`config.mk`:
```
export PLATFORM = sky130hd
export DESIGN_NAME = tccs_queue
export DESIGN_NICKNAME = d
export VERILOG_FILES = /design/src/hw/rtl/assert_macros.svh /design/src/hw/rtl/tccs_pkg.sv /design/src/hw/rtl/tccs_queue.sv
export SDC_FILE = /design/constraint.sdc
export NUM_CORES = 1
export LEC_CHECK = 0
export CAP_MARGIN = 40
export CORE_MARGIN = 2
export CORE_UTILIZATION = 45
export DETAILED_ROUTE_END_ITERATION = 12
export DONT_BUFFER_PORTS = 1
export MAX_ROUTING_LAYER = met4
export PLACE_DENSITY = 0.64
export SLEW_MARGIN = 15
export SYNTH_ARGS = -nofsm -noshare
export SYNTH_HDL_FRONTEND = slang
export SYNTH_SLANG_ARGS = --single-unit
```
`constraint.sdc`:
```
create_clock -name clk -period 3.35 [get_ports clk]
set_input_delay 0.1675 -clock clk [delete_from_list [all_inputs] [get_ports clk]]
set_output_delay 0.1675 -clock clk [all_outputs]
set_load 0.01 [all_outputs]
```
`src/hw/rtl/assert_macros.svh`:
```
// ----------------------------------------------------------------------------
// assert_macros
// shared concurrent assertion wrappers, clocked on clk, off during reset
// ----------------------------------------------------------------------------
`ifndef ASSERT_MACROS_SVH
`define ASSERT_MACROS_SVH

// condition must hold on every clock edge out of reset
`define ASSERT_ALWAYS(lbl, cond, msg) \
	lbl: assert property (@(posedge clk) disable iff (!arst_n) (cond)) else $error(msg);

// consequent must hold in the same cycle as the antecedent
`define ASSERT_IMPLY(lbl, ante, cons, msg) \
	lbl: assert property (@(posedge clk) disable iff (!arst_n) (ante) |-> (cons)) \
		else $error(msg);

`endif

```
`src/hw/rtl/tccs_pkg.sv`:
```
// ----------------------------------------------------------------------------
// tccs_pkg
// types and constants shared by the text console blocks
// ----------------------------------------------------------------------------
package tccs_pkg;

	localparam int MAX_ROWS_DEF = 32;
	localparam int MAX_COLS_DEF = 128;

	localparam int CHAR_W = 8;
	localparam logic [CHAR_W-1:0] CH_NEWLINE = 8'h0A;
	localparam logic [CHAR_W-1:0] CH_SPACE   = 8'h20;

	localparam logic [5:0] ROWS_RESET = 6'd24;
	localparam logic [7:0] COLS_RESET = 8'd80;

	localparam int CFG_IDX_W  = 2;
	localparam int CFG_DATA_W = 8;
	localparam logic [CFG_IDX_W-1:0] REG_ROWS = 2'd0;
	localparam logic [CFG_IDX_W-1:0] REG_COLS = 2'd1;

	localparam int QDEPTH = 2;
	localparam int QPTR_W = 1;
	localparam int QCNT_W = 2;

	typedef struct packed {
		logic       command;
		logic [7:0] char_code;
		logic [4:0] read_row;
		logic [6:0] read_col;
	} in_t;

	typedef struct packed {
		logic [7:0] read_char;
		logic [6:0] cursor_col_out;
		logic [4:0] cursor_row_out;
		logic       scrolled;
	} out_t;

	typedef enum logic [1:0] {
		OP_READ,
		OP_PUT,
		OP_NEWLINE
	} op_t;

	typedef struct packed {
		op_t        op;
		logic [7:0] char_code;
		logic [4:0] read_row;
		logic [6:0] read_col;
		logic       in_range;
	} entry_t;

	typedef enum logic [2:0] {
		ST_CLEAR,
		ST_IDLE,
		ST_RD,
		ST_COPY,
		ST_FILL
	} state_t;

endpackage

```
`src/hw/rtl/tccs_queue.sv`:
```
// ----------------------------------------------------------------------------
// tccs_queue
// short fifo of classified commands between front and back
// ----------------------------------------------------------------------------
module tccs_queue (
	input  logic             clk,
	input  logic             arst_n,
	input  logic             push,
	input  tccs_pkg::entry_t push_entry,
	output logic             q_ready,
	input  logic             pop,
	output logic             q_valid,
	output tccs_pkg::entry_t q_entry
);
	import tccs_pkg::*;

	entry_t            slot_q [QDEPTH];
	logic [QPTR_W-1:0] wr_ptr_q;
	logic [QPTR_W-1:0] rd_ptr_q;
	logic [QCNT_W-1:0] count_q;
	logic              do_push;
	logic              do_pop;

	assign q_ready = count_q != QCNT_W'(QDEPTH);
	assign q_valid = count_q != '0;
	assign do_push = push && q_ready;
	assign do_pop  = pop && q_valid;
	assign q_entry = slot_q[rd_ptr_q];

	always_ff @(posedge clk or negedge arst_n) begin
		if (!arst_n) begin
			wr_ptr_q <= '0;
			rd_ptr_q <= '0;
			count_q  <= '0;
		end else begin
			if (do_push) begin
				wr_ptr_q <= wr_ptr_q + QPTR_W'(1);
			end
			if (do_pop) begin
				rd_ptr_q <= rd_ptr_q + QPTR_W'(1);
			end
			case ({do_push, do_pop})
				2'b10:   count_q <= count_q + QCNT_W'(1);
				2'b01:   count_q <= count_q - QCNT_W'(1);
				default: count_q <= count_q;
			endcase
		end
	end

	always_ff @(posedge clk) begin
		if (do_push) begin
			slot_q[wr_ptr_q] <= push_entry;
		end
	end

endmodule

```
# Yosys cells after proc, flatten, opt, wreduce, memory -nomap -nowiden
# Memory sizes are Yosys's and may differ from the RTL's.
# Cells that the tools add are included.
# op_classes
n_addsub	4
eq_ne	3
n_mux	3
n_reduce_logical	4
# ops
op	count
$pmux W2 S2	1
$reduce_bool A2 Y1	2
$add A1 B1 Y1 const B	2
$add A2 B1 Y2 const B	1
$eq A2 B1 Y1 const B	1
$eq A2 B2 Y1 const B	1
$logic_and A1 B1 Y1	2
$mux W1	2
$ne A2 B2 Y1 const B	1
$sub A2 B1 Y2 const B	1
# totals
register_bits	4
ram_bits	46
output_inout_bits	25
memories	1
# memory_table
memory	words	width	rd	rd_clocked_by_memory_dff	wr	line	text
slot_q	2	23	1	0	1	tccs_queue.sv:17	entry_t slot_q [QDEPTH];

# Longest topological paths before layout
# Gate-level depths: netlist (run 1).
# depth
ltp_word	4
ltp_mapped	6
depth_no_buf	6

# Worst setup path before layout (run 1)
# OpenSTA, ideal clock, no wires.
# synth_path
kind	register to register
from	reg count_q[0]
to	mem slot_q[0][0] (netlist name), enable pin
setup_ns	0.403
arrival_time_ns	1.690
required_ns	2.947
slack_ns	1.258
path_stages_with_launch	4
path_buffers	0
period_less_slack_ns	2.092
cell_sequence	dfrtp_1 nand2b_1 nand2_1 nor2_1
# synth_between
elab_chain_cells	4
# synth_rtl
element	line	text
start, declared	tccs_queue.sv:20	logic [QCNT_W-1:0] count_q;
start signal, assigned	tccs_queue.sv:43	2'b10: count_q <= count_q + QCNT_W'(1);
start signal, assigned	tccs_queue.sv:44	2'b01: count_q <= count_q - QCNT_W'(1);
start signal, assigned	tccs_queue.sv:45	default: count_q <= count_q;
$ne A2 B2 Y1	tccs_queue.sv:24	assign q_ready = count_q != QCNT_W'(QDEPTH);
named net q_ready	tccs_queue.sv:10	output logic q_ready,
$logic_and A1 B1 Y1	tccs_queue.sv:26	assign do_push = push && q_ready;
$mux W1	tccs_queue.sv:51	if (do_push) begin
$mux W1 (not written as such)	tccs_queue.sv:52	slot_q[wr_ptr_q] <= push_entry;
end, declared	tccs_queue.sv:17	
# The timed path passes the listed nets, and every way through them passes these cells.

# Final worst setup path (run 1)
# layout_path
from	reg count_q[0]
to	mem slot_q[0][11] (netlist name), enable pin
# Same word-level chain as after synthesis.

==> results.yml, run 1 <==
placed_design:
  place.gp.congestion: 0.6249
  dp_cells: 139
  dpl_worst_slack_ps: 1415
  portBuffers: 0
  post_dp_cell_area_um2: 1963
floorplanning:
  die-area_um2: 4685
  die_x_um: 68.45
  io_pins: 52
  row_count: 23
  start_util_pct: 46.73
  fp.coreArea_um2: 4000
  chipHeight_um: 68.45
cts:
  cts.sinks: 50
  clk_pin_slew_ps: 80
  clk_latency_ps: 290
  cts_inserted_buffers: 5
  post-cts-setup-buffers: 0
  root_buffer: "clkbuf_8"
  cts_buffer_depth: 2
  tritoncts: "yes"
  cts-htree-levels: 2
sta:
  setup_viol: 0
  worstMarginPinSlew_ps: 609.8
  maxSlewViolCount: 0
  fin_crit_ps: 1897
  holdWs_ps: 106.7
  fin_tns_setup_ps: 0
  fmax_ghz: 0.5271
  fin_crit_sh_pct: 56.63
  hold_viol_final: 0
  rsz0062_at_grt: "false"
  layout_setup_ws_ps: 1453
  clock_skew_ps: 5.344
  slew-limit-headroom_pct: 59.30
global_routing:
  grt_pass1_vias: 927
  grt_max_degree: 19
  antenna_found_initial: 0
  gr-total-overflow: 0
  grt_pass1_wl_um: 4243
  grtUsageTotal_pct: 13.40
critical_path:
  setup.worst_path.start: "count_q[0]"
  worst-r2r-setup-slack_ps: 1450
  cp_slowest_cell: "nor2_2"
  end_kind: "register"
  cp_data_required_time_ps: 3340
  crit_arrival_ps: 1890
  max_stage_delay_ps: 500
  cp-start-kind: "register"
  rr_startpoint: "count_q[0]"
  crit_path_max_fanout: 12
  reg2reg_depth: 4
  crit_chain: "nand2b_1 > nand2_1 > nor2_2 > buf_4"
  critPathKind: "reg2reg"
layout:
  fin_util_pct: 57.74
  synthToLayoutAreaGrowth_pct: 23.56
  num-nets-final: 148
  drive_above_1_share_pct: 28.10
  diodes: 0
  finalNonFillerCells: 171
  fin_area_um2: 2310
synthesis:
  synth_warnings: 0
  synth_nets: 117
  syn_inst: 89
  synth_adder_area_share_pct: 0.6693
  yosysSeqAreaShare_pct: 79.25
  synth_area_um2: 1869
  yosys.area_share.simple_pct: 2.075
  synth_mux_area_share_pct: 13.86
  synthXorXnorAreaFrac_pct: 2.343
  synth_top_family_by_area: "multiplexers"
  synth_compound_gate_area_share_pct: 0
  syn_area_per_cell_um2: 21.00
  ys_seq_elements: 50
  synth_cell_types: 13
outcome:
  status: "completed"
drt:
  drt_iter0_drc: 37
  routed_wl_um: 2740
  post-route-drc-count: 0
  viasPerCell: 5.076
  wl_per_cell_um: 16.02
  drtAntennaViolNets: 0
  first_pass_iters: 4
  vias: 868
power:
  total_power_mw: 1.863
  p_leak_nw: 0.7911
  powerDensity_nw_per_um2: 806.7
  ir_drop_v: 0.0004314
worst_hold_path:
  whs_path_depth: 2
  hold_path_class: "in2reg"
  hp-start: "pop"
job:
  cap_violations: 0
logic make-up after synthesis:
logic type | after synthesis
flip-flops | 50
multiplexers | 23
AND/OR/NAND/NOR | 7
XOR/XNOR | 5
buffers and inverters | 3
adder cells (fa/ha/maj) | 1
final timing paths:
check	to
setup / recovery	slot_q[0][11]
hold / removal	rd_ptr_q
setup reg to reg	slot_q[0][11]
hold reg to reg	count_q[1]
max in group asynchronous	rd_ptr_q
min in group asynchronous	count_q[0]
area by class of cell:
class	instances	area (um^2)
clock buffers	7	76.32
clock inverters	1	30.03
fillers	323	1690
multi-input cells	36	356.6
flip-flops and latches	50	1481
well taps	50	62.56
repair buffers	27	302.8
layer usage:
layer / global-route usage [%] / vias to the layer above / share of wire, % / routed length [um]
met1: 13.46 / 432 / 39 / 1060
li1: - / 401 / - / -
met3: 5.921 / 0 / 7.6 / 208
met4: 3.750 / 0 / 0 / 0
met5: - / - / 0 / 0
met2: 23.44 / 35 / 54 / 1471
sequential cells by signal (all words and copies together), names as in the netlist:
register,cells
slot_q,46
count_q,2
wr_ptr_q,1
rd_ptr_q,1
layout by cell type (no fill, tap or decap), drive strengths merged, types with 2 or more instances in the layout:
cell type | synthesis | final
edfxtp | 46 | 46
dlygate4sd3 | 0 | 24
mux2 | 23 | 23
clkbuf | 0 | 7
dfrtp | 4 | 4
xnor2 | 3 | 3
buf | 3 | 3
xor2 | 2 | 2
nor2 | 2 | 2
cell usage after synthesis, drive strengths merged:
cell	n	area, um^2
xnor2	3	26.28
or2	1	6.260
ha	1	12.51
mux2	23	259.0
dfrtp	4	100.1
nand2	1	3.750
nor2	2	7.510
edfxtp	46	1381
buf	3	33.78
and3	1	6.260
nand2b	1	6.260
xor2	2	17.52
and2	1	8.760
critical path, delay by kind of cell, from the launching register on:
| family | cells | cell delay, ps |
|---|---|---|
| AND/OR/NAND/NOR | 3 | 880 |
| flip-flops | 1 | 410 |
| buffers and inverters | 1 | 310 |
where the power goes:
group          internal [mW]  switching, mW
Sequential             0.857         0.0624
Clock                  0.223          0.171
Combinational          0.264          0.286
Total                   1.34          0.519
repair_timing:
action / CTS / global route
endpoints found under the hold margin: 50 / 0
resized for setup: 0 / 0
hold buffers: 24 / 0
Note: power is estimated with default switching activity, not from simulation.
==> run 2: changes to the inputs <==
Clock period 3.35 ns to 1.97 ns, I/O delays scaled along.
==> results.yml, run 2 (same netlist as run 1, synthesis figures left out) <==
placed_design:
  dpl_worst_slack_ps: 391.3
  place.gp.congestion: 0.6083
  portBuffers: 0
  dp_hpwl_um: 1885
  post_dp_cell_area_um2: 1946
cts:
  tritoncts: "yes"
  cts.sinks: 50
  root_buffer: "clkbuf_8"
  clk_latency_ps: 290
  clk_pin_slew_ps: 80
  cts_resized: 0
  cts-htree-levels: 2
  cts_buffer_depth: 2
  post-cts-setup-buffers: 0
  cts_inserted_buffers: 5
critical_path:
  setup.worst_path.start: "count_q[0]"
  critPathKind: "reg2reg"
  crit_path_max_fanout: 4
  crit_arrival_ps: 1810
  r2r-end: "count_q[1]"
  reg2reg_depth: 5
  worst-r2r-setup-slack_ps: 380
  cp-start-kind: "register"
  cp_data_required_time_ps: 2190
  rr_startpoint: "count_q[0]"
  end_kind: "register"
  crit_path_end: "count_q[1]"
floorplanning:
  die_x_um: 68.45
  start_util_pct: 46.73
  io_pins: 52
  row_count: 23
  fp.coreArea_um2: 4000
  die-area_um2: 4685
  chipHeight_um: 68.45
layout:
  top_register: "slot_q"
  largest_reg_flops: 46
  fill_cells: 310
  top_regs: "slot_q x46, count_q x2"
  num-nets-final: 151
  layout_common_cells: "edfxtp_1 (46), dlygate4sd3_1 (24), mux2_2 (23), buf_4 (6), clkbuf_8 (5)"
  final_common_cell: "edfxtp_1"
  fin_area_um2: 2298
  diodes: 0
  drive_above_1_share_pct: 31.45
  synthToLayoutAreaGrowth_pct: 22.96
drt:
  drtAntennaViolNets: 0
  vias: 880
  drt_iter0_drc: 50
  first_pass_iters: 4
  viasPerCell: 5.057
  post-route-drc-count: 0
  wl_per_cell_um: 15.84
  routed_wl_um: 2757
sta:
  hold_viol_final: 0
  worstMarginPinSlew_ps: 195.4
  slew-limit-headroom_pct: 86.93
  rsz0062_at_grt: "false"
  fmax_ghz: 0.6288
  maxSlewViolCount: 0
  layout_setup_ws_ps: 379.8
  fin_tns_setup_ps: 0
  fin_crit_ps: 1590
  fin_crit_sh_pct: 80.72
  setup_viol: 0
  clock_skew_ps: 4.059
global_routing:
  grtUsageTotal_pct: 12.43
  gr-total-overflow: 0
  antenna_found_initial: 0
  grt_pass1_wl_um: 3884
  grt_pass1_vias: 898
  grt_max_degree: 17
power:
  p_int_mw: 2.248
  ir_drop_v: 0.0008395
  powerDensity_nw_per_um2: 1371
  switching_share_pct: 28.65
  clkPwrFrac_pct: 22.1
  p_sw_uw: 902.4
  pwr-share-comb_pct: 29.1
  pwr-share-seq_pct: 48.8
  total_power_mw: 3.150
  p_leak_nw: 0.7978
worst_hold_path:
  hold_path_class: "in2reg"
job:
  cap_violations: 0
outcome:
  status: "completed"
run 2: cell count changes in the layout (fill, tap and decap cells not counted):
cell and delta:
clkbuf_1 -2, clkinv_2 +1, buf_4 +5, inv_6 +1, buf_16 -2
run 2: power groups by stage:
stage	Combinational, mW	Sequential [mW]	Clock (mW)
final	0.918	1.54	0.696
after global routing	0.993	1.56	0.765
after CTS	0.935	1.54	0.718
after detailed placement	0.883	1.56	0
after global placement	0.873	1.55	0
after floorplan	0.755	1.54	0
run 2: area by class of cell:
class | instances | area, um^2 | area share, %
Clock inverter | 3 | 43.79 | 1.905
Sequential cell | 50 | 1481 | 64.45
Clock buffer | 5 | 68.82 | 2.994
Multi-Input combinational cell | 36 | 356.6 | 15.51
Tap cell | 50 | 62.56 | 2.722
Timing Repair Buffer | 30 | 285.3 | 12.41
run 2: worst min path at each step:
stage	from	endpoint	slack (ps)	cells past startpoint
final	pop	rd_ptr_q	20	2
after CTS	pop	rd_ptr_q	8	2
after detailed placement	arst_n	count_q[0]	-200	0
after global placement	arst_n	count_q[0]	-200	0
after global routing	pop	rd_ptr_q	0.02	2
after floorplan	arst_n	count_q[0]	-200	0
run 2: repair_timing:
item,4_1_cts,5_1_grt
endpoints found under the setup margin,0,0
hold buffers,24,0
endpoints found under the hold margin,50,0
run 2: per-layer routing:
| metal | share of wire, % | track usage (%) | vias to the layer above | wire length, um |
|---|---|---|---|---|
| met1 | 39 | 12.61 | 431 | 1067 |
| met2 | 51 | 21.03 | 42 | 1399 |
| met4 | 0 | 3.750 | 0 | 0 |
| met5 | 0 | - | - | 0 |
| li1 | - | - | 407 | - |
| met3 | 11 | 6.086 | 0 | 291 |
run 2: critical path: stages (launching register included):
cell	delay [ps]
dfrtp_1	430
or2_1	300
and2_4	190
ha_1	300
nor2_1	140
xor2_1	160
run 2: per-stage QoR:
step           std cells  util (%)  hold slack [ps]
3_3_place_gp         142     48.64           -196.9
4_1_cts              174     57.46            7.899
5_1_grt              174     57.46          0.02112
6_report             174     57.46            17.44
3_5_place_dp         142     48.64           -197.0
2_1_floorplan         89         -           -197.1
