==> config.mk <==
export PLATFORM = sky130hd
export DESIGN_NAME = tccs_front
export DESIGN_NICKNAME = d
export VERILOG_FILES = /design/src/hw/rtl/assert_macros.svh /design/src/hw/rtl/tccs_pkg.sv /design/src/hw/rtl/tccs_front.sv
export SDC_FILE = /design/constraint.sdc
export NUM_CORES = 1
export LEC_CHECK = 0
export BUFFER_PORTS_ARGS = -buffer_cell sky130_fd_sc_hd__buf_2
export CORE_MARGIN = 2
export CORE_UTILIZATION = 39
export DETAILED_ROUTE_END_ITERATION = 6
export PLACE_DENSITY_LB_ADDON = 0.08
export SYNTH_ARGS = -nofsm -noshare
export SYNTH_HDL_FRONTEND = slang
export SYNTH_SLANG_ARGS = --single-unit
==> constraint.sdc <==
create_clock -name clk -period 3.07 [get_ports clk]
set_input_delay 0.7675 -clock clk [delete_from_list [all_inputs] [get_ports clk]]
set_output_delay 0.7675 -clock clk [all_outputs]
set_load 0.01 [all_outputs]
==> src/hw/rtl/assert_macros.svh <==
// ----------------------------------------------------------------------------
// assert_macros
// shared concurrent assertion wrappers, clocked on clk, off during reset
// ----------------------------------------------------------------------------
`ifndef ASSERT_MACROS_SVH
`define ASSERT_MACROS_SVH

// condition must hold on every clock edge out of reset
`define ASSERT_ALWAYS(lbl, cond, msg) \
	lbl: assert property (@(posedge clk) disable iff (!arst_n) (cond)) else $error(msg);

// consequent must hold in the same cycle as the antecedent
`define ASSERT_IMPLY(lbl, ante, cons, msg) \
	lbl: assert property (@(posedge clk) disable iff (!arst_n) (ante) |-> (cons)) \
		else $error(msg);

`endif

==> src/hw/rtl/tccs_pkg.sv <==
// ----------------------------------------------------------------------------
// tccs_pkg
// types and constants shared by the text console blocks
// ----------------------------------------------------------------------------
package tccs_pkg;

	localparam int MAX_ROWS_DEF = 32;
	localparam int MAX_COLS_DEF = 128;

	localparam int CHAR_W = 8;
	localparam logic [CHAR_W-1:0] CH_NEWLINE = 8'h0A;
	localparam logic [CHAR_W-1:0] CH_SPACE   = 8'h20;

	localparam logic [5:0] ROWS_RESET = 6'd24;
	localparam logic [7:0] COLS_RESET = 8'd80;

	localparam int CFG_IDX_W  = 2;
	localparam int CFG_DATA_W = 8;
	localparam logic [CFG_IDX_W-1:0] REG_ROWS = 2'd0;
	localparam logic [CFG_IDX_W-1:0] REG_COLS = 2'd1;

	localparam int QDEPTH = 2;
	localparam int QPTR_W = 1;
	localparam int QCNT_W = 2;

	typedef struct packed {
		logic       command;
		logic [7:0] char_code;
		logic [4:0] read_row;
		logic [6:0] read_col;
	} in_t;

	typedef struct packed {
		logic [7:0] read_char;
		logic [6:0] cursor_col_out;
		logic [4:0] cursor_row_out;
		logic       scrolled;
	} out_t;

	typedef enum logic [1:0] {
		OP_READ,
		OP_PUT,
		OP_NEWLINE
	} op_t;

	typedef struct packed {
		op_t        op;
		logic [7:0] char_code;
		logic [4:0] read_row;
		logic [6:0] read_col;
		logic       in_range;
	} entry_t;

	typedef enum logic [2:0] {
		ST_CLEAR,
		ST_IDLE,
		ST_RD,
		ST_COPY,
		ST_FILL
	} state_t;

endpackage

==> src/hw/rtl/tccs_front.sv <==
// ----------------------------------------------------------------------------
// tccs_front
// takes command words, classifies them and hands them to the queue
// ----------------------------------------------------------------------------
module tccs_front #(
	parameter int MAX_ROWS = 32,
	parameter int MAX_COLS = 128
) (
	input  logic            clk,
	input  logic            arst_n,
	input  logic            start,
	input  tccs_pkg::in_t   item,
	input  logic            clearing,
	input  logic            q_ready,
	output logic            busy,
	output logic            push,
	output tccs_pkg::entry_t push_entry
);
	import tccs_pkg::*;

	logic   valid_s1;
	entry_t ent_s1;
	entry_t ent_d;
	logic   accept;

	assign push   = valid_s1 && q_ready;
	assign busy   = clearing || (valid_s1 && !q_ready);
	assign accept = start && !busy;

	always_comb begin
		ent_d.char_code = item.char_code;
		ent_d.read_row  = item.read_row;
		ent_d.read_col  = item.read_col;
		ent_d.in_range  = (32'(item.read_row) < MAX_ROWS) && (32'(item.read_col) < MAX_COLS);
		if (item.command) begin
			ent_d.op = OP_READ;
		end else if (item.char_code == CH_NEWLINE) begin
			ent_d.op = OP_NEWLINE;
		end else begin
			ent_d.op = OP_PUT;
		end
	end

	always_ff @(posedge clk or negedge arst_n) begin
		if (!arst_n) begin
			valid_s1 <= 1'b0;
		end else if (accept) begin
			valid_s1 <= 1'b1;
		end else if (push) begin
			valid_s1 <= 1'b0;
		end
	end

	always_ff @(posedge clk) begin
		if (accept) begin
			ent_s1 <= ent_d;
		end
	end

	assign push_entry = ent_s1;

endmodule

**Word level (Yosys, flattened, before mapping)**

Cells that the tools add are included.

- Eq/ne operators: 1
- Muxes and demuxes: 3
- Reductions and logical operators: 7

Operators by type and width:

| cell | count |
|---|---|
| == test 8 x 4 -> 1 bit, second input constant | 1 |
| logical AND 1 bit | 3 |
| logical NOT 1 bit | 2 |
| two-way mux 1 bit | 2 |
| two-way mux 2 bit | 1 |
| nonzero test 2 bit | 1 |
| logical OR 1 bit | 1 |

- Flip-flop bits (word level): 23
- Input bits: 26
- Output and inout bits: 25
- Logic and storage cells: 16

**Logic depth before layout (Yosys ltp)**

Gate-level depths: netlist (run 1).

- Depth after elaboration: 6
- Mapped depth: 2
- Mapped depth without buffers: 2

**Worst setup path before layout (run 1)**

OpenSTA, ideal clock, no wires.

- Kind: input to register
- Start point: in q_ready
- End point: reg ent_s1 (netlist bit push_entry[10]) (enable)
- Library setup time: 0.433 ns
- Arrival: 2.558 ns
- Data required time: 2.637 ns
- Setup slack: 0.078 ns
- Cell stages on the path: 2
- Buffers on the path: 0
- Cell sequence: nand2b_1 > nor3b_1

- Cells in the longest elaborated chain, start to end: 5

Ends and longest elaborated chain:

| item | RTL line | RTL |
|---|---|---|
| from (decl) | tccs_front.sv:14 | `input logic q_ready,` |
| logical NOT 1 bit | tccs_front.sv:27 | `assign busy = clearing \|\| (valid_s1 && !q_ready);` |
| logical AND 1 bit | tccs_front.sv:27 |  |
| logical OR 1 bit | tccs_front.sv:27 |  |
| logical NOT 1 bit | tccs_front.sv:28 | `assign accept = start && !busy;` |
| logical AND 1 bit | tccs_front.sv:28 |  |
| via accept | tccs_front.sv:24 | `logic accept;` |
| to (signal assigned) | tccs_front.sv:56 | `ent_s1 <= ent_d;` |
| to (decl) | tccs_front.sv:22 | `entry_t ent_s1;` |

The timed path passes the listed nets, and every way through them passes these cells.
A chain may end at the register's enable or synchronous reset.

**Final worst setup path (run 1)**

- Start point: in q_ready
- End point: out busy

- Cells in the longest elaborated chain, start to end: 3

Ends and longest elaborated chain:

| item | RTL line | RTL |
|---|---|---|
| logical NOT 1 bit | tccs_front.sv:27 |  |
| logical AND 1 bit | tccs_front.sv:27 |  |
| logical OR 1 bit | tccs_front.sv:27 |  |
| to (decl) | tccs_front.sv:15 | `output logic busy,` |

Every way passes these cells.

==> results.sh, run 1 <==
export IMPL_synth_edff_count=22
export IMPL_fin_setup_tns_ps=0
export IMPL_synth_warnings=0
export IMPL_num_vias=486
export IMPL_drv_slew=0
export IMPL_dp_final_hpwl_um=981
export IMPL_ant_nets=0
export IMPL_syn_num_nets=61
export IMPL_yosysTopAreaCellShare=0.857
export IMPL_synth_common_cells="edfxtp_1 (22), nand2b_1 (2)"
export IMPL_drtIter0Drc=1
export IMPL_clkLatencyLatePin_ps=300
export IMPL_ios=51
export IMPL_reg2reg_depth=3
export IMPL_multi_input_area_um2=78.8
export IMPL_yosysTopAreaCell="edfxtp_1"
export IMPL_hold_viol=0
export IMPL_synth_area_leaders="edfxtp_1 (86%), dfrtp_1 (3.2%), and4bb_2 (1.6%)"
export IMPL_layout_drive_gt1_share=0.636
export IMPL_crit_required_ps=2300
export IMPL_final_util=0.568
export IMPL_skew_ps=4.51
export IMPL_cap_violations=0
export IMPL_status="finished, final reports clean"
export IMPL_ys_ff_latch=23
export IMPL_fin_ws_ps=1090
export IMPL_grt_max_degree=23
export IMPL_worst_setup_path_start_kind="input pin"
export IMPL_area_delta_synth_final_pct=40.3
export IMPL_portBuffers=49
export IMPL_synth_cells=35
export IMPL_async_flop_share=0.0435
export IMPL_fillCellCount=164
export IMPL_clock_sinks=23
export IMPL_p_per_area_nw_per_um2=502
export IMPL_holdBufCountCts=0
export IMPL_root_buffer="clkbuf_4"
export IMPL_via_per_inst=4.23
export IMPL_synthDistinctLibCells=13
export IMPL_drcViolationCount=0
export IMPL_cts_setup_buffers=0
export IMPL_hold_class="input pin to asynchronous set/reset pin"
export IMPL_rsz0062_at_grt="no"
export IMPL_row_count=16
export IMPL_cellLeakagePower_uw=0.000468
export IMPL_drtPass1Iterations=4
export IMPL_ys_seq_area_frac=0.890
export IMPL_final_nets=115
export IMPL_gr_total_overflow=0
export IMPL_place_congestion=0.688
export IMPL_ctsResizeCount=0
export IMPL_path_max_fanout=3
export IMPL_finalCriticalPeriod_ps=1980
export IMPL_synth_flop_cell="edfxtp_1"
export IMPL_die_x_um=48.5
export IMPL_finalPower_uw=543
export IMPL_seq_area_um2=686
export IMPL_wl_per_cell_um=11.0
export IMPL_clkTransAtPathRegs_ps=110
export IMPL_die_h_um=48.5
export IMPL_critPathKind="input pin to primary output"
export IMPL_fmax_mhz=506
export IMPL_worstPathArrival_ps=1210
export IMPL_finalNonFillerCells=115
export IMPL_grt_pass1_wl_um=2030
export IMPL_antenna_found_initial=0
export IMPL_core_area_um2=1900
export IMPL_diodes=0
export IMPL_routed_wirelength_um=1270
export IMPL_ir_drop_mv=0.286
export IMPL_start_util=0.405
export IMPL_first_global_vias=458
export IMPL_max_clock_path_buffers=2
export IMPL_synth_most_common_cell="edfxtp_1"
export IMPL_finalSetupViolCount=0
export IMPL_numCtsBuffers=3
export IMPL_htree_levels=1
export IMPL_place_inst=111
export IMPL_die_area_um2=2350
export IMPL_dp_slack_ps=1090
export IMPL_grt_usage=0.116
export IMPL_fin_crit_sh=0.643
export IMPL_syn_area_um2=771
export IMPL_worstSetupEndpointType="primary output"
export IMPL_syn_mean_instance_area_um2=22.0
export IMPL_tritoncts="done"
-- per-stage QoR --
step           instance area (um2)  hold WS (ps)
2_1_floorplan                  771           472
3_3_place_gp                  1050           517
3_5_place_dp                  1050           523
4_1_cts                       1080           213
5_1_grt                       1080           199
6_report                      1080           222
-- flip-flops by register name, indices dropped and copies added, names as in the netlist --
register,flops
valid_s1,1
push_entry,22
-- critical path, stage by stage --
cell,delay (ps)
buf_2,100
nand2b_1,150
nand2b_1,70
buf_2,120
-- path summary, 6_finish.rpt --
kind,slack [ps],endpoint,start
worst min-delay path,220,valid_s1,arst_n
worst max register to register,1810,push_entry[10],valid_s1
max in group asynchronous,2770,valid_s1,arst_n
worst min register to register,560,valid_s1,valid_s1
worst max-delay path,1090,busy,q_ready
min in group clk,560,valid_s1,valid_s1
-- cell usage in the layout, fill, tap and decap left out, drive strengths merged --
cell and instances:
nor3b 1, and3b 1, conb 1, and2 1, nor4 1, o21ai 1, buf 50, dfrtp 1
and4bb 1, clkbuf 4, a21oi 1, edfxtp 22, inv 1, nand2b 2
-- cell type report --
class | instances | area share
tap | 27 | 0.0312
multi-input combinational | 10 | 0.0729
sequential | 23 | 0.634
clock buffer | 4 | 0.0243
inverter | 1 | 0.00347
timing repair buffer | 50 | 0.234
-- kinds of logic after synthesis --
| kind of cell | share of synthesized area |
|---|---|
| buffers and inverters | 0.0146 |
| AND/OR/NAND/NOR | 0.0779 |
| flip-flops | 0.890 |
| AO/OA/AOI/OAI | 0.0130 |
| other | 0.00487 |
-- report_power, final --
group          total, uW  internal, uW  switching (uW)
logic               49.5          23.9            25.6
clock network        131          50.5            80.4
registers            362           359            2.87
total                543           434             109
-- routing by layer --
layer  GRT usage  wire length, um
met5           0                0
met3      0.0432              102
met1       0.123              485
met4      0.0571                9
met2       0.201              670
(Power assumes the default switching activity.)
==> run 2, diff against run 1 <==
Settings changed: ABC_AREA from default to 1, CORE_UTILIZATION 39 to 36.
Clock period 3.07 ns to 1.8 ns, I/O delays scaled along.
==> results.sh, run 2 <==
export IMPL_synth_cells=55
export IMPL_endpoint="busy"
export IMPL_die_area_um2=2670
export IMPL_layout_drive_gt1_share=0.509
export IMPL_synthDistinctLibCells=10
export IMPL_busiest_layer="met2"
export IMPL_start_util=0.377
export IMPL_hold_viol=0
export IMPL_ctsResizeCount=0
export IMPL_clock_sinks=23
export IMPL_grt_max_degree=13
export IMPL_rsz0062_at_grt="no"
export IMPL_cap_violations=0
export IMPL_worst_setup_path_start_kind="register"
export IMPL_met1_usage=0.137
export IMPL_clkLatencyLatePin_ps=290
export IMPL_place_congestion=0.709
export IMPL_synth_common_cells="edfxtp_1 (22), inv_1 (10), nand2_1 (9)"
export IMPL_dp_slack_ps=433
export IMPL_fin_setup_tns_ps=0
export IMPL_gr_total_overflow=0
export IMPL_synth_most_common_cell="edfxtp_1"
export IMPL_cts_setup_buffers=0
export IMPL_row_count=17
export IMPL_dp_final_hpwl_um=1060
export IMPL_num_vias=562
export IMPL_worstSetupEndpointType="primary output"
export IMPL_ant_nets=0
export IMPL_routed_wirelength_um=1320
export IMPL_tritoncts="done"
export IMPL_clkTransAtPathRegs_ps=110
export IMPL_fmax_mhz=667
export IMPL_yosysTopAreaCell="edfxtp_1"
export IMPL_drv_slew=0
export IMPL_via_per_inst=4.07
export IMPL_grt_usage=0.110
export IMPL_use_met3=0.0345
export IMPL_path_max_fanout=2
export IMPL_skew_ps=1.89
export IMPL_fin_ws_ps=301
export IMPL_reg2reg_depth=4
export IMPL_antenna_found_initial=0
export IMPL_final_nets=137
export IMPL_hp_start="item[2]"
export IMPL_timing_rr_end="push_entry[2]"
export IMPL_fin_crit_sh=0.833
export IMPL_critPathKind="register to primary output"
export IMPL_yosysTopAreaCellShare=0.807
export IMPL_syn_mean_instance_area_um2=14.9
export IMPL_ir_drop_mv=0.448
export IMPL_drcViolationCount=0
export IMPL_hold_class="input pin to register"
export IMPL_fin_hold_ws_ps=320
export IMPL_die_h_um=51.7
export IMPL_wl_per_cell_um=9.59
export IMPL_holdBufCountCts=1
export IMPL_largest_reg_flops=22
export IMPL_rrSetupSlack_ps=660
export IMPL_syn_num_nets=81
export IMPL_area_delta_synth_final_pct=39.9
export IMPL_place_area_um2=1110
export IMPL_cellLeakagePower_uw=0.000536
export IMPL_synth_warnings=0
export IMPL_ys_ff_latch=23
export IMPL_first_global_vias=506
export IMPL_syn_area_um2=818
export IMPL_diodes=0
export IMPL_async_flop_share=0.0435
export IMPL_finalSetupViolCount=0
export IMPL_drtPass1Iterations=4
export IMPL_finalCriticalPeriod_ps=1500
export IMPL_reg2reg_from="valid_s1"
export IMPL_synth_area_leaders="edfxtp_1 (81%), inv_1 (4.6%), nand2_1 (4.1%)"
export IMPL_grt_pass1_wl_um=2080
export IMPL_max_clock_path_buffers=2
export IMPL_portBuffers=49
export IMPL_layout_commonest_cell="buf_2"
export IMPL_die_x_um=51.7
export IMPL_final_util=0.528
export IMPL_drtIter0Drc=5
export IMPL_ios=51
export IMPL_numCtsBuffers=3
export IMPL_crit_required_ps=1350
export IMPL_worstPathArrival_ps=1050
export IMPL_ys_seq_area_frac=0.838
export IMPL_synth_edff_count=22
export IMPL_core_area_um2=2170
export IMPL_p_per_area_nw_per_um2=818
export IMPL_htree_levels=1
export IMPL_fin_area_um2=1140
export IMPL_synth_flop_cell="edfxtp_1"
export IMPL_root_buffer="clkbuf_4"
export IMPL_crit_path_start="valid_s1"
export IMPL_final_cell_mix="buf_2 (49), edfxtp_1 (22), inv_1 (10)"
export IMPL_use_met2=0.162
export IMPL_status="finished, final reports clean"
==> run 2: cell count changes after synthesis, moves of 2 or more <==
| cell | before | now |
|---|---|---|
| inv_1 | 1 | 10 |
| nand2_1 | 0 | 9 |
| nand2b_1 | 2 | 0 |
| nor2_1 | 0 | 8 |
==> run 2: worst max-delay path, cell delays in order (launching register included) <==
cell      delay (ps)
dfrtp_1          360
inv_1             50
o21bai_1         170
buf_2            170
==> run 2: layout make-up <==
class                   instances  area (um2)
clock buffers                   4        26.3
fillers                       220        1020
inverters                      10        37.5
multi-input cells              21        90.1
flip-flops and latches         23         686
well taps                      28        35.0
repair buffers                 52         270
==> run 2: power breakdown <==
part	internal, uW	switching (uW)	leakage (uW)
clock	86.2	137	0.0000150
sequential	612	4.66	0.000218
combinational	44.9	51.3	0.000303
==> run 2: cell families (layout without fill, tap and decap cells) <==
logic type | Yosys count | count (layout) | share of synthesized area
DFF | 23 | 23 | 0.838
buffers and inverters | 11 | 66 | 0.0551
other | 1 | 1 | 0.00458
and+or+nand+nor | 18 | 18 | 0.0856
AOI/OAI and AO/OA | 2 | 2 | 0.0168
==> run 2: worst min path at each step <==
| stage | endpoint | slack, ps | cells after the start |
|---|---|---|---|
| after detailed placement | valid_s1 | 230 | 1 |
| final | push_entry[3] | 320 | 1 |
| after CTS | push_entry[3] | 310 | 1 |
| after floorplan | valid_s1 | 150 | 0 |
| after global routing | push_entry[3] | 290 | 1 |
| after global placement | valid_s1 | 230 | 1 |
==> run 2: metal layers <==
layer | up-vias | wire length, um
met2 | 33 | 583
li1 | 290 | -
met4 | 0 | 16
met1 | 237 | 553
met5 | - | 0
met3 | 2 | 170
==> run 2: per-stage QoR <==
step	instances	power (uW)
finish	138	937
global route	138	991
CTS	138	950
detailed placement	133	726
global placement	133	724
floorplan	55	669
